--- src/sv/lru_pfc_pkg.sv ---
// Shared package for the LRU page fault counter.
// Holds the fixed field widths, the reset value of the capacity register and the
// command and status structs between controller and datapath. No dependencies.
package lru_pfc_pkg;

	// Fixed widths of the interface fields.
	localparam int PAGE_W  = 16;
	localparam int CAP_W   = 5;
	localparam int COUNT_W = 32;

	// Capacity after reset and the saturation value of the fault count.
	localparam logic [CAP_W-1:0]   CAP_RESET = 5'd16;
	localparam logic [COUNT_W-1:0] COUNT_MAX = 32'hFFFF_FFFF;

	// Commands from the controller to the datapath.
	typedef struct packed {
		logic load;     // take one input beat and register its result
		logic clear;    // the beat ends its sequence: empty store and count afterwards
		logic cfg_wr;   // write the capacity register
	} ctrl_cmd_t;

	// Status from the datapath.
	typedef struct packed {
		logic resident; // at least one frame holds a page
		logic full;     // occupancy has reached the effective capacity
	} dp_sts_t;

endpackage

--- src/sv/lru_page_fault_counter_top.sv ---
// LRU page fault counter, top level. A result appears in the cycle after its beat.
// Throughput: one beat per cycle when not stalled; cells compare and shift in parallel.
// A beat is taken while a result waits, unless that result is stalled.
// Reset empties the store, zeroes the count and sets capacity to 16; no clearing pass.
// Depends on lru_pfc_pkg, lru_pfc_ctrl and lru_pfc_dp.
module lru_page_fault_counter_top
	import lru_pfc_pkg::*;
#(
	parameter int ENTRIES   = 16,
	parameter int PAGE_BITS = 16
) (
	input  logic               clk,
	input  logic               arst_n,
	input  logic               in_valid,
	output logic               in_stall,
	input  logic [PAGE_W-1:0]  page,
	input  logic               last_request,
	output logic               out_valid,
	input  logic               out_stall,
	output logic               fault,
	output logic [COUNT_W-1:0] fault_count,
	input  logic               cfg_valid,
	output logic               cfg_ready,
	input  logic [CAP_W-1:0]   capacity
);

	ctrl_cmd_t cmd;
	dp_sts_t   sts;

	lru_pfc_ctrl u_ctrl (
		.clk          (clk),
		.arst_n       (arst_n),
		.in_valid     (in_valid),
		.in_stall     (in_stall),
		.last_request (last_request),
		.out_valid    (out_valid),
		.out_stall    (out_stall),
		.cfg_valid    (cfg_valid),
		.cfg_ready    (cfg_ready),
		.cmd          (cmd)
	);

	lru_pfc_dp #(
		.ENTRIES   (ENTRIES),
		.PAGE_BITS (PAGE_BITS)
	) u_dp (
		.clk         (clk),
		.arst_n      (arst_n),
		.cmd         (cmd),
		.page        (page),
		.capacity    (capacity),
		.sts         (sts),
		.fault       (fault),
		.fault_count (fault_count)
	);

	// A beat that ends its sequence leaves the store empty.
	a_clear_empties: assert property (@(posedge clk) disable iff (!arst_n)
		cmd.clear |=> !sts.resident)
		else $error("store not empty after sequence end");

	// A fault result always carries a nonzero count.
	a_fault_counted: assert property (@(posedge clk) disable iff (!arst_n)
		out_valid && fault |-> fault_count != '0)
		else $error("fault with zero count");

	// Any accepted beat that is not a sequence end leaves at least one page resident.
	a_page_resident: assert property (@(posedge clk) disable iff (!arst_n)
		cmd.load && !cmd.clear |=> sts.resident && out_valid)
		else $error("accepted page not resident");

	// A reference to an empty store is always a fault.
	a_fill_on_miss: assert property (@(posedge clk) disable iff (!arst_n)
		cmd.load && !cmd.clear && !sts.resident |=> fault)
		else $error("miss on empty store not flagged");

endmodule

--- src/sv/lru_pfc_dp.sv ---
// Datapath of the LRU page fault counter: recency-ordered frame cells with a
// parallel compare, occupancy, capacity register, fault count and result register.
// Depends on lru_pfc_pkg.
module lru_pfc_dp
	import lru_pfc_pkg::*;
#(
	parameter int ENTRIES   = 16,
	parameter int PAGE_BITS = 16
) (
	input  logic               clk,
	input  logic               arst_n,
	input  ctrl_cmd_t          cmd,
	input  logic [PAGE_W-1:0]  page,
	input  logic [CAP_W-1:0]   capacity,
	output dp_sts_t            sts,
	output logic               fault,
	output logic [COUNT_W-1:0] fault_count
);

	localparam int OCC_W = $clog2(ENTRIES + 1);
	localparam int POS_W = (ENTRIES > 1) ? $clog2(ENTRIES) : 1;
	localparam int EXT_W = (OCC_W > CAP_W) ? OCC_W : CAP_W;

	logic [PAGE_BITS-1:0] cells_q [ENTRIES];
	logic [OCC_W-1:0]     occ_q;
	logic [CAP_W-1:0]     cap_q;
	logic [COUNT_W-1:0]   count_q;
	logic                 fault_q;
	logic [COUNT_W-1:0]   count_out_q;

	logic [PAGE_BITS-1:0] pg;
	logic [ENTRIES-1:0]   match;
	logic                 hit;
	logic [POS_W-1:0]     hit_pos;
	logic [EXT_W-1:0]     cap_ext;
	logic [EXT_W-1:0]     cap_eff;
	logic                 room;
	logic [OCC_W-1:0]     upto;
	logic [COUNT_W-1:0]   count_next;

	// Only the low PAGE_BITS bits of the page number take part.
	assign pg = PAGE_BITS'(page);

	// Capacity of zero acts as one, anything above the built size as the built size.
	always_comb begin
		cap_ext = EXT_W'(cap_q);
		if (cap_ext == '0) begin
			cap_eff = EXT_W'(1);
		end else if (cap_ext > EXT_W'(ENTRIES)) begin
			cap_eff = EXT_W'(ENTRIES);
		end else begin
			cap_eff = cap_ext;
		end
	end

	assign room = EXT_W'(occ_q) < cap_eff;

	// Compare every occupied cell against the page at once.
	always_comb begin
		for (int i = 0; i < ENTRIES; i++) begin
			match[i] = (cells_q[i] == pg) && (OCC_W'(i) < occ_q);
		end
	end

	// The most recent matching cell wins.
	always_comb begin
		hit_pos = '0;
		for (int i = ENTRIES - 1; i >= 0; i--) begin
			if (match[i]) begin
				hit_pos = POS_W'(i);
			end
		end
	end

	assign hit = |match;

	// Last cell that takes part in the shift toward the least recent end.
	always_comb begin
		if (hit) begin
			upto = OCC_W'(hit_pos);
		end else if (room) begin
			upto = occ_q;
		end else begin
			upto = occ_q - OCC_W'(1);
		end
	end

	// Faults count up and stop at the top.
	assign count_next = (!hit && (count_q != COUNT_MAX)) ? count_q + COUNT_W'(1) : count_q;

	// Most recent cell always takes the referenced page.
	always_ff @(posedge clk) begin
		if (cmd.load) begin
			cells_q[0] <= pg;
		end
	end

	// Older cells move down one place up to the shift limit.
	for (genvar g = 1; g < ENTRIES; g++) begin : g_cell
		always_ff @(posedge clk) begin
			if (cmd.load && (OCC_W'(g) <= upto)) begin
				cells_q[g] <= cells_q[g-1];
			end
		end
	end

	// Occupancy and running count; a sequence end empties both.
	always_ff @(posedge clk or negedge arst_n) begin
		if (!arst_n) begin
			occ_q   <= '0;
			count_q <= '0;
		end else if (cmd.load) begin
			if (cmd.clear) begin
				occ_q   <= '0;
				count_q <= '0;
			end else begin
				if (!hit && room) begin
					occ_q <= occ_q + OCC_W'(1);
				end
				count_q <= count_next;
			end
		end
	end

	// Capacity register.
	always_ff @(posedge clk or negedge arst_n) begin
		if (!arst_n) begin
			cap_q <= CAP_RESET;
		end else if (cmd.cfg_wr) begin
			cap_q <= capacity;
		end
	end

	// Result register.
	always_ff @(posedge clk) begin
		if (cmd.load) begin
			fault_q     <= !hit;
			count_out_q <= count_next;
		end
	end

	assign fault        = fault_q;
	assign fault_count  = count_out_q;
	assign sts.resident = occ_q != '0;
	assign sts.full     = !room;

endmodule

--- src/sv/lru_pfc_ctrl.sv ---
// Controller of the LRU page fault counter: handshake state machine that owns
// the result register's valid and issues datapath commands.
// Depends on lru_pfc_pkg.
module lru_pfc_ctrl
	import lru_pfc_pkg::*;
(
	input  logic      clk,
	input  logic      arst_n,
	input  logic      in_valid,
	output logic      in_stall,
	input  logic      last_request,
	output logic      out_valid,
	input  logic      out_stall,
	input  logic      cfg_valid,
	output logic      cfg_ready,
	output ctrl_cmd_t cmd
);

	localparam logic ST_EMPTY = 1'b0;
	localparam logic ST_HOLD  = 1'b1;

	logic state_q;
	logic state_d;
	logic accept;

	// A new beat enters unless a held result is still stalled.
	assign in_stall  = (state_q == ST_HOLD) && out_stall;
	assign accept    = in_valid && !in_stall;
	assign out_valid = state_q == ST_HOLD;
	assign cfg_ready = 1'b1;

	assign cmd.load   = accept;
	assign cmd.clear  = accept && last_request;
	assign cmd.cfg_wr = cfg_valid;

	// Next state of the result register.
	always_comb begin
		state_d = state_q;
		case (state_q)
			ST_EMPTY: begin
				if (accept) begin
					state_d = ST_HOLD;
				end
			end
			ST_HOLD: begin
				if (!out_stall && !accept) begin
					state_d = ST_EMPTY;
				end
			end
			default: begin
				state_d = ST_EMPTY;
			end
		endcase
	end

	always_ff @(posedge clk or negedge arst_n) begin
		if (!arst_n) begin
			state_q <= ST_EMPTY;
		end else begin
			state_q <= state_d;
		end
	end

endmodule

--- config.mk ---
export PLATFORM = sky130hd
export DESIGN_NAME = lru_page_fault_counter_top
export DESIGN_NICKNAME = d
export VERILOG_FILES = /design/src/sv/lru_pfc_pkg.sv /design/src/sv/lru_page_fault_counter_top.sv /design/src/sv/lru_pfc_dp.sv /design/src/sv/lru_pfc_ctrl.sv
export SDC_FILE = /design/constraint.sdc
export NUM_CORES = 1
export LEC_CHECK = 0
export ABC_CLOCK_PERIOD_IN_PS = 13900
export BUFFER_PORTS_ARGS = -buffer_cell sky130_fd_sc_hd__buf_2
export CAP_MARGIN = 15
export CORE_MARGIN = 2
export CORE_UTILIZATION = 35
export CTS_BUF_LIST = sky130_fd_sc_hd__clkbuf_8
export DETAILED_ROUTE_END_ITERATION = 16
export GPL_TIMING_DRIVEN = 0
export HOLD_SLACK_MARGIN = 0.12
export SLEW_MARGIN = 30
export SYNTH_ARGS = -nofsm -noshare
export SYNTH_HDL_FRONTEND = slang
export SYNTH_HIERARCHICAL = 1
export SYNTH_SLANG_ARGS = --single-unit
--- constraint.sdc ---
create_clock -name clk -period 13.9 [get_ports clk]
set_input_delay 1.39 -clock clk [delete_from_list [all_inputs] [get_ports clk]]
set_output_delay 1.39 -clock clk [all_outputs]
set_load 0.005 [all_outputs]
==> results list <==
- Most utilized layer in the global route result: met2
- The detailed router finished its first iteration with 947 violations.
* Total DRC errors in the routed layout: 0
- Signal arrival time at the worst endpoint: 5620 ps
* Router iterations before antenna repair: 7
- Combinational logic burns 18.9% of the power.
* Vias per std cell: between 5 and 6
* Vias in the first global route: ~9900
- In this run the tightest slew margin relative to its limit is 29.3%.
- Number of warnings printed during yosys synthesis: 6
* Count of final setup violators: 0
* Area growth from synthesis to final layout: 13.3%
* Height of the die: between 200 and 250 um
- Routed wire length per instance: between 20 and 25 um
- Initial antenna violation count: 1
- Number of placement rows: 77
- At the later pin of the worst-skew pair, clock insertion delay measures about 630 ps.
- Class of the tightest hold or removal check: flop to flop
- The floorplan step defined a die boundary enclosing around 47000 um^2.
* Maximum clock frequency: 0.185 GHz
- Die X: roughly 220 um
- Of the total power, registers draw 51.9%.
* Power Density: roughly 150 nW/um^2
- At the pin with the least slew margin, the transition time is 1050 ps.
* Netlist area before placement: ~16000 um^2
- TritonCTS built the clock tree.
* Initial standard-cell utilization of the core: 35.5%
* Overflow after GRT: 0
- Detailed Route WL: about 40000 um
- RSZ-0062 raised after global routing: no
* Highest fanout seen on the critical path: 18
- Fraction of met2 tracks used by global routing: roughly 27%
- For this run, global-route usage on met1 was measured as 24.7%.
- Fin nets: 1325
- Net switching fraction of the power: about 30%
- The clock network burns roughly 30% of the power.
- Number of vias in the routed layout: around 9900
- Weighted congestion reported at the end of routability-driven placement: a little under 0.9
- Number of gates given a new drive strength after cts: 0
* Standard cell core area: ~44000 um^2
* Overall power consumption: 0.00268 W
* Required time at the endpoint of the critical path: roughly 14000 ps
- Total count of max-transition violations in the final report: 0
- Total I/O pin count: 63
- The H-tree was split into 2 levels.
- Minimum clock period after layout: ~5400 ps
- Dividing the final minimum period by the clock period gives approximately two fifths.
- Detailed placement ended at an HPWL of approximately 30000 um.
* Aggregate negative setup slack: 0 ps
- Sort of element at the end of the critical path: flop
- The run finished with clean final reports.
- GRT Util Overall: around 18%
* Final hold violation count: 0
- Across the VDD grid, the largest voltage drop is ~0.000073 V.
- Maximum number of pins on one net before global-route repair: 54
- Net count of the mapped netlist: 1206
* # hold bufs at CTS: 0
- Buffers placed on the I/O ports in this run total 60.
* Worst Clk Skew: between 40 and 50 ps
* CP Class: primary input to flop
- In this run the remaining antenna-violating nets after routing total 0.
- For this design, the sink count on the clock tree is ~330.
- Max-cap violations in this run came to 0.
- In the synthesized netlist, the number of instances is between 1000 and 1500.
- Dividing the synthesized area by the synthesized cell count gives around 13 um^2.
- Worst setup SP type: primary input
- Counting along the longest clock path gives a buffer depth of 3.
* Switching power: about 0.00081 W
- Internal power comes to about 0.0019 W.
- Counting the buffers created by CTS gives 54.
- Clock-pin slew was measured on the worst setup and hold paths at roughly 60 ps.
- Share of layout cells above drive strength 1: 15.9%
- After clock tree synthesis, the setup repair step added 0 buffers.
- Summed over all cells, the static leakage comes to 6.31 nW.
- CTS Root Buffer Type: clkbuf_8
* First-pass GRT wire length: 61400 um
- In the global route stage, met3 resource usage came out at under 10%.
[layout by cell type (no fill, tap or decap), types with 5 or more instances in the layout]
master       n
edfxtp_1   289
xor2_1     148
xnor2_1    139
buf_2       68
nand2_1     58
clkbuf_8    57
nor2_1      49
inv_1       46
dfrtp_1     42
nand4_1     41
nand3_1     41
nor4_1      40
nor3_1      21
buf_6       20
buf_4       19
clkbuf_1    17
o311ai_0    14
and3_1      13
or3_1       13
a21oi_1     12
o21ai_0     11
mux2i_1     10
clkinv_1     9
ha_1         9
o22ai_1      8
mux2_2       8
o2bb2ai_1    8
or2_2        7
o211ai_1     7
nand2b_1     6
a211o_1      6
o221ai_1     6
clkinv_2     5
and2_1       5
buf_1        5
[routing by layer]
layer  vias up  share of wire, %
li1       4537                 -
met3        63               6.1
met2       335                45
met1      4952                46
met5         -                 0
met4         0               2.8
[final cells by class]
type / instances / area (um^2)
inverter: 27 / 101
tap: 592 / 741
sequential: 332 / 9760
multi-input combinational: 743 / 5420
clock buffer: 57 / 785
timing repair buffer: 63 / 328
clock inverter: 37 / 194
fill: 4257 / 26500
antenna: 1 / 2.50
buffer: 68 / 498
[worst max-delay path, cell delays in order]
cell and delay, ps:
buf_2 120, buf_4 190, xor2_1 170, nor4_1 420, nand4_1 180, nor4_1 920
or4b_1 240, clkbuf_1 270, nor3_1 90, nand3_1 140, and3_1 750, a221o_1 730
[final timing paths]
| kind | start | to | slack, ps | depth (start not counted) |
|---|---|---|---|---|
| worst max-delay path | page[10] | u_dp/cells_q[0][84] | 8500 | 12 |
| worst min-delay path | u_dp/cells_q[0][39] | u_dp/cells_q[0][55] | 470 | 0 |
| worst max register to register | u_dp/cells_q[1][10] | u_dp/cells_q[0][84] | 9160 | 10 |
| worst min register to register | u_dp/cells_q[0][39] | u_dp/cells_q[0][55] | 470 | 0 |
| max in group asynchronous | arst_n | u_dp/count_q[15] | 12690 | 1 |
| min in group asynchronous | arst_n | u_dp/occ_q[3] | 790 | 1 |
[power by group through the flow]
stage	Clock [W]	Combinational [W]	Sequential, W
detailed placement	0	0.000501	0.00141
global route	0.000843	0.000556	0.00140
global placement	0	0.000489	0.00140
CTS	0.000804	0.000504	0.00139
finish	0.000781	0.000505	0.00139
floorplan	0	0.000359	0.00136
[metrics by stage]
stage               hold slack (ps)  util [%]  cells  setup WS [ps]  cell area [um^2]
global route                    476      40.2   1920           8320             17800
CTS                             460      40.2   1919           8570             17800
detailed placement              455      38.0   1825           7950             16800
global placement                453      37.9   1822           6780             16800
floorplan                       447         -   1170           8270             15700
finish                          465      40.2   1920           8500             17800
[state kept, by name, indices dropped and copies added, names as in the netlist]
| register | flops |
|---|---|
| u_dp/occ_q | 5 |
| u_dp/fault_count | 32 |
| u_dp/cap_ext | 5 |
| u_dp/cells_q | 256 |
| u_ctrl/out_valid | 1 |
| u_dp/fault | 1 |
| u_dp/count_q | 32 |
(Power assumes the default switching activity.)
